## config.mk

```make
export PLATFORM = sky130hd
export DESIGN_NAME = mtg_front
export DESIGN_NICKNAME = d
export VERILOG_FILES = /design/src/sv/mtg_pkg.sv /design/src/sv/mtg_front.sv
export SDC_FILE = /design/constraint.sdc
export NUM_CORES = 1
export LEC_CHECK = 0
export BUFFER_PORTS_ARGS = -buffer_cell sky130_fd_sc_hd__buf_2
export CORE_MARGIN = 2
export CORE_UTILIZATION = 45
export DETAILED_ROUTE_END_ITERATION = 6
export PLACE_DENSITY = 0.68
export SLEW_MARGIN = 20
export SYNTH_ARGS = -nofsm -noshare
export SYNTH_HDL_FRONTEND = slang
export SYNTH_SLANG_ARGS = --single-unit
```

## constraint.sdc

```tcl
create_clock -name clk -period 6 [get_ports clk]
set_input_delay 0.3 -clock clk [delete_from_list [all_inputs] [get_ports clk]]
set_output_delay 0.3 -clock clk [all_outputs]
set_load 0.1 [all_outputs]
```

## src/sv/mtg_pkg.sv

```systemverilog
package mtg_pkg;

  localparam int STATE_WORDS = 624;
  localparam int TAP_OFFSET  = 397;
  localparam int LOWER_BITS  = 31;
  localparam int PTR_W       = $clog2(STATE_WORDS);

  localparam logic [31:0] INIT_MULT  = 32'd1812433253;
  localparam logic [31:0] TWIST_XOR  = 32'h9908_B0DF;
  localparam logic [31:0] TEMPER_B   = 32'h9D2C_5680;
  localparam logic [31:0] TEMPER_C   = 32'hEFC6_0000;
  localparam logic [31:0] TWIST_LO_MASK = (32'h1 << LOWER_BITS) - 32'h1;

  typedef enum logic {
    ACT_DRAW   = 1'b0,
    ACT_RESEED = 1'b1
  } action_t;

  typedef struct packed {
    action_t     action;
    logic [31:0] seed;
  } item_t;

  typedef struct packed {
    logic  valid;
    item_t item;
  } queue_t;

  typedef enum logic [1:0] {
    BK_IDLE,
    BK_SEED,
    BK_EXEC
  } back_state_t;

  function automatic logic [31:0] twist(input logic [31:0] cur, input logic [31:0] nxt,
                                        input logic [31:0] tap);
    logic [31:0] x;
    x = (cur & ~TWIST_LO_MASK) | (nxt & TWIST_LO_MASK);
    return tap ^ (x >> 1) ^ (x[0] ? TWIST_XOR : 32'h0);
  endfunction

  function automatic logic [31:0] temper(input logic [31:0] v);
    logic [31:0] y;
    y = v ^ (v >> 11);
    y = y ^ ((y << 7) & TEMPER_B);
    y = y ^ ((y << 15) & TEMPER_C);
    return y ^ (y >> 18);
  endfunction

endpackage

```

## src/sv/mtg_front.sv

```systemverilog
module mtg_front #(
  parameter int DEPTH = 2
) (
  input  logic                clk,
  input  logic                rst_n,
  input  logic                start,
  input  logic                in_action,
  input  logic [31:0]         in_seed,
  output logic                busy,
  input  logic                pop,
  output mtg_pkg::queue_t     q
);

  localparam int AW = $clog2(DEPTH);
  localparam int CW = $clog2(DEPTH + 1);

  mtg_pkg::item_t slots_r [DEPTH];
  logic [AW-1:0]  wr_ptr_r, wr_ptr_nxt;
  logic [AW-1:0]  rd_ptr_r, rd_ptr_nxt;
  logic [CW-1:0]  count_r, count_nxt;
  logic           push;
  logic           do_pop;

  assign busy   = (count_r == CW'(DEPTH));
  assign push   = start && !busy;
  assign do_pop = pop && (count_r != '0);

  assign q.valid = (count_r != '0);
  assign q.item  = slots_r[rd_ptr_r];

  always_comb begin
    wr_ptr_nxt = wr_ptr_r;
    rd_ptr_nxt = rd_ptr_r;
    count_nxt  = count_r;
    if (push) begin
      wr_ptr_nxt = (wr_ptr_r == AW'(DEPTH - 1)) ? '0 : wr_ptr_r + 1'b1;
    end
    if (do_pop) begin
      rd_ptr_nxt = (rd_ptr_r == AW'(DEPTH - 1)) ? '0 : rd_ptr_r + 1'b1;
    end
    case ({push, do_pop})
      2'b10:   count_nxt = count_r + 1'b1;
      2'b01:   count_nxt = count_r - 1'b1;
      default: count_nxt = count_r;
    endcase
  end

  always_ff @(posedge clk) begin
    if (!rst_n) begin
      wr_ptr_r <= '0;
      rd_ptr_r <= '0;
      count_r  <= '0;
    end else begin
      wr_ptr_r <= wr_ptr_nxt;
      rd_ptr_r <= rd_ptr_nxt;
      count_r  <= count_nxt;
    end
  end

  always_ff @(posedge clk) begin
    if (push) begin
      slots_r[wr_ptr_r] <= '{action: mtg_pkg::action_t'(in_action), seed: in_seed};
    end
  end

endmodule

```

==> reports/results.txt, run 1 <==
outcome: complete, no violations
Tot GR Track Use: 14.6%
crit-path max cell delay: 0.58 ns
MaxCap Viol Count: 0
hpwl dp: 2950 µm
critical path arrival: 2.00 ns
post-synthesis cell count: 129
FFs w/ async S/R, synth: 0%
TNS Setup: 0 ns
reg2reg start: count_r[0]
CTS clk-pin slew, worst paths: 0.07 ns
Yosys warnings: 0
R2R depth: 5
CTS resizes: 0
Rows: 27
Placed Cells: 271
final slew viol count: 0
clk sinks: 71
pre-CTS WS: 4.03 ns
Mapped Avg Cell Area: 20.2 µm²
residual DRC count: 0
Clock Skew: 0.00946 ns
crit path buf inv count: 2
diode count: 0
number of buffers created by CTS: 9
# H-tree levels: 3
Synth cell types: 19
Placed Area: 3060 µm²
Core Area: 5540 µm²
Post-Route WL: 4410 µm
Main synth FF type: edfxtp_1
R2R Setup Slk: 4.22 ns
vias in the first global route: 1,489
cts hold-fix bufs: 0
drt first pass iters: 4
WL/cell: 15.4 µm
Non-Filler Instances: 287
Clock Latency Late Sink: 0.33 ns
Worst Hold Depth: 1
pin count of the biggest net entering global routing: 34
layout cells sized above 1: 56.3%
number of nets in the layout: 248
first-pass GRT wire length: 6660 µm
most common library cell in the layout ignoring fill and taps: buf_2
Die X: 80.2 µm
Area growth, synth to finish: 23.4%
CP Cell Sequence: buf_4 > mux2_2 > buf_2
Required @ worst endpoint: 5.70 ns
nature of the critical path endpoint: primary output
GR Overflow Total: 0
Seq cells post-synth: 71
min-delay worst type: input pin to register
Root Buffer: clkbuf_8
hold_sp: in_seed[5]
fin crit share: 38.3%
final setup margin: 3.70 ns
CP Class: register to primary output
Rel. slew slack: 67.0%
via count: 1,386
FF-to-FF End: slots_r[0][1]
final hold vios: 0
Worst setup SP type: register
CTS tree: built
Post-CTS Setup Inserts: 0
Post-synth EDFFs: 66
Vias/cell: 4.83
Syn Nets: 167
Crit path max-delay family: buffers and inverters
I/O pin total: 72
most frequent cells in the layout: buf_2, edfxtp_1, mux2_2
Final Cell Area: 3220 µm²
maximum clock rate: 0.436 GHz
die area: 6430 µm²
post-synthesis instance area: 2610 µm²
Buffers on Ports: 71
CP max-delay cell: dfxtp_1
Worst Tran Pin Value: 0.498 ns
Final GP Congestion: 0.687
minimum clock period: 2.30 ns
register area share after synthesis: 79.7%
initial antenna violation count: 0
WHS Endpoint: slots_r[0][5]
First DRT Iteration DRCs: 69
die height: 80.2 µm
Initial Utilization: 47.1%
Final setup viols: 0
worst-path maximum fanout: 24
Max clock buf depth: 2
RSZ-0062 raised after global routing: false
post-route ant nets: 0
-- sequential cells by signal, summed over array words and instances, names as in the netlist, named ones only --
signal    flops
wr_ptr_r      1
slots_r      66
count_r       2
rd_ptr_r      1
-- cells by family after synthesis --
family / after synthesis / synth area share [%]
AOI/OAI and AO/OA: 5 / 1.25
xor gates and xnor gates: 3 / 1.01
adders and majority gates: 1 / 0.479
buffers and inverters: 7 / 1.15
DFF: 71 / 79.7
muxes: 33 / 14.2
and+or+nand+nor: 9 / 2.16
-- synth_stat cells, types with 2 or more instances --
| library cell | instances | share of area [%] |
|---|---|---|
| mux2_2 | 33 | 14 |
| inv_1 | 2 | 0.29 |
| a21boi_1 | 2 | 0.57 |
| or3_1 | 2 | 0.48 |
| edfxtp_1 | 66 | 76 |
| dfxtp_1 | 5 | 3.8 |
| xnor2_1 | 3 | 1.0 |
| o21ai_0 | 2 | 0.38 |
| nor2b_1 | 2 | 0.48 |
| buf_2 | 3 | 0.57 |
-- cell type report --
cell class              instances  area (µm²)
clock buffers                  14         153
clock inverters                 2        8.76
fillers                       457        2320
inverters                       3        11.3
multi-input cells              51         499
flip-flops and latches         71        2080
well taps                      72        90.1
repair buffers                 74         378
-- routing by layer --
layer | GRT usage (%) | share of wire, % | up-vias
met5 | 0 | 0 | -
met3 | 5.51 | 6.2 | 10
li1 | - | - | 655
met2 | 24.9 | 54 | 43
met4 | 8.31 | 2.3 | 0
met1 | 15.5 | 38 | 678
-- stage by stage --
step                      util, %  hold WS (ns)
final                        58.2         0.158
after global routing         58.2         0.138
after CTS                    58.2         0.146
after detailed placement     55.2         0.492
after global placement       55.2         0.465
after floorplan                 -         0.399
-- worst max path at each step --
stage | slack [ns] | end | cells after the start
2_1_floorplan | 3.83 | slots_r[0][0] | 4
3_3_place_gp | 4.09 | q[19] | 3
3_5_place_dp | 4.03 | q[9] | 3
4_1_cts | 3.67 | q[9] | 3
5_1_grt | 3.60 | q[9] | 3
6_report | 3.70 | q[9] | 3
Power of run 1 is not shown: default switching activity piles up to over one toggle a cycle in this logic, so the estimate is an artifact.
==> run 2, diff against run 1 <==
ABC_AREA = 1   (was unset)
PLACE_DENSITY = 0.7   (was 0.68)
clock period = 1.84 ns   (was 6 ns; I/O delays follow)
==> run 2 against run 1 <==
Net effect: wire length is 5.6% higher; die area is 6.2% higher; clock skew shrank 0.0016 ns; sequential cell count is the same; cell count grew 17%; hold slack worse by 0.13 ns.
==> reports/results.txt, run 2 <==
outcome: complete, no violations
Final setup viols: 0 (unchanged)
Vias/cell: 4.54 (-6.0%)
first-pass GRT wire length: 7140 µm (+7.3%)
clk sinks: 71 (unchanged)
Worst Hold Depth: 3 (+2)
Rows: 28 (+3.7%)
Rel. slew slack: 66.9% (-0.082 points)
vias in the first global route: 1,596 (+7.2%)
die area: 6830 µm² (+6.2%)
FFs w/ async S/R, synth: 0% (unchanged)
final slew viol count: 0 (unchanged)
RSZ-0062 raised after global routing: false
via count: 1,530 (+10%)
minimum clock period: 1.67 ns
drt first pass iters: 4 (unchanged)
residual DRC count: 0 (unchanged)
Syn Nets: 179 (+7.2%)
biggest regs: slots_r (66), count_r (2)
critical path arrival: 1.58 ns (-0.42 ns)
Area growth, synth to finish: 35.0%
worst-path maximum fanout: 33 (+38%)
Final GP Congestion: 0.706 (+2.7%)
# H-tree levels: 3 (unchanged)
R2R depth: 9 (+4)
fill cell count: 452 (-1.1%)
FF-to-FF End: count_r[1]
Post-Route WL: 4650 µm (+5.6%)
number of buffers created by CTS: 9 (unchanged)
CTS tree: built
Tot GR Track Use: 14.7% (+0.021 points)
initial antenna violation count: 0 (unchanged)
hold_sp: rst_n
R2R Setup Slk: 0.42 ns (-3.80 ns)
MaxCap Viol Count: 0 (unchanged)
PD cells: 1430 nW/µm²
die height: 82.6 µm (+3.1%)
commonest cells in the synthesized netlist: edfxtp_1, mux2_4, nor2_1
Max clock buf depth: 2 (unchanged)
nature of the critical path endpoint: primary output
Seq cells post-synth: 71 (unchanged)
final hold vios: 0 (unchanged)
Worst setup SP type: register
maximum clock rate: 0.597 GHz
Core Area: 5960 µm² (+7.5%)
CP Class: register to primary output
count leader, synth: edfxtp_1
most common library cell in the layout ignoring fill and taps: buf_2
CTS clk-pin slew, worst paths: 0.07 ns (about the same)
Required @ worst endpoint: 1.75 ns (-3.95 ns)
Buffers on Ports: 71 (unchanged)
Clock Latency Late Sink: 0.33 ns (about the same)
Main synth FF type: edfxtp_1
hpwl dp: 2930 µm (-0.52%)
overall power: 5.37 mW
Post-CTS Setup Inserts: 0 (unchanged)
top cells by area, synth: edfxtp_1, mux2_4, dfxtp_1
register area share after synthesis: 74.8% (-4.9 points)
max FFs per register: 66 (unchanged)
fin crit share: 91.0%
First DRT Iteration DRCs: 109 (+58%)
Clock Skew: 0.00787 ns (-0.00159 ns)
WHS Endpoint: count_r[1]
pin count of the biggest net entering global routing: 34 (unchanged)
Yosys top cell area share: 71.2% (-4.7 points)
I/O pin total: 72 (unchanged)
post-route ant nets: 0 (unchanged)
Mapped Avg Cell Area: 19.7 µm² (-2.5%)
Pleak: 1.52 nW
Initial Utilization: 46.7% (-0.41 points)
most frequent cells in the layout: buf_2, edfxtp_1, dlygate4sd3_1
Reg with most FFs: slots_r
number of nets in the layout: 295 (+19%)
Max VDD drop: 945 µV
reg2reg start: count_r[0]
GR Overflow Total: 0 (unchanged)
Root Buffer: clkbuf_8
Synth area leader: edfxtp_1
Synth cell types: 16 (-3)
TNS Setup: 0 ns (unchanged)
CTS resizes: 0 (unchanged)
diode count: 0 (unchanged)
post-synthesis cell count: 141 (+9.3%)
WL/cell: 13.8 µm (-10%)
min-delay worst type: input pin to register
Yosys warnings: 0 (unchanged)
Final Util: 63.1% (+4.9 points)
post-synthesis instance area: 2780 µm² (+6.6%)
Worst Tran Pin Value: 0.499 ns (+0.00124 ns)
Die X: 82.6 µm (+3.1%)
Post-synth EDFFs: 66 (unchanged)
layout cells sized above 1: 50.8% (-5.5 points)
-- run 2: cell count changes after synthesis, moves of 2 or more --
cell / before / now
a21boi_1: 2 / 0
buf_12: 0 / 3
buf_2: 3 / 0
inv_1: 2 / 7
mux2_2: 33 / 3
mux2_4: 0 / 30
nand2_1: 1 / 8
nor2_1: 0 / 11
nor2b_1: 2 / 0
or3_1: 2 / 0
xnor2_1: 3 / 0
-- run 2: kinds of logic (layout without fill, tap and decap cells) --
group                      after synthesis  after routing  synth area share, %
muxes                                   33             33                 17.4
DFF                                     71             71                 74.8
buffers and inverters                   11            132                 3.51
AOI/OAI and AO/OA                        3              3                0.629
adders and majority gates                1              1                0.450
and+or+nand+nor                         22             22                 3.19
-- run 2: critical path: stages (launching register included) --
cell,delay (ns)
dfxtp_2,0.34
buf_12,0.25
mux2_2,0.36
buf_2,0.29
-- run 2: how the worst max path moves through the flow --
stage                          start            end  cells past startpoint
final                       register          q[19]                      3
after global routing        register          q[19]                      3
after CTS                   register          q[19]                      3
after detailed placement  count_r[0]     count_r[1]                      9
after global placement    count_r[0]     count_r[1]                      9
after floorplan           count_r[1]  slots_r[1][0]                      5
-- run 2: power breakdown --
part	leakage (nW)	total, mW	switching [mW]	internal, mW
logic	0.763	2.18	1.66	0.520
registers	0.659	2.04	0.0652	1.98
clock network	0.103	1.15	0.536	0.616
-- run 2: repair_timing --
action | in CTS | in global routing
hold endpoints to repair | 66 | 0
setup endpoints to repair | 0 | 0
hold buffers | 33 | 0
-- run 2: stage by stage --
step	instances	hold WS [ns]	worst slack, ns	instance area [µm²]
after CTS	337	0.00463	0.133	3760
after global placement	288	0.281	0.488	3240
after floorplan	141	0.191	-0.0730	2810
final	337	0.0262	0.165	3760
after global routing	337	0.0411	0.109	3760
after detailed placement	288	0.284	0.433	3240
-- run 2: metal layers --
layer,global-route usage [%],share of wire (%),up-vias
met5,0,0,-
met4,8.36,1.9,0
met3,3.37,4.0,8
met2,26.2,55,36
met1,15.9,39,729
li1,-,-,757
-- run 2: cell type report --
| class | count | area (µm²) | area share (%) |
|---|---|---|---|
| well taps | 75 | 93.8 | 2.50 |
| clock buffers | 9 | 124 | 3.30 |
| inverters | 7 | 30.0 | 0.799 |
| flip-flops and latches | 71 | 2080 | 55.5 |
| repair buffers | 109 | 736 | 19.6 |
| clock inverters | 7 | 63.8 | 1.70 |
| multi-input cells | 59 | 626 | 16.7 |
(Power assumes the default switching activity.)
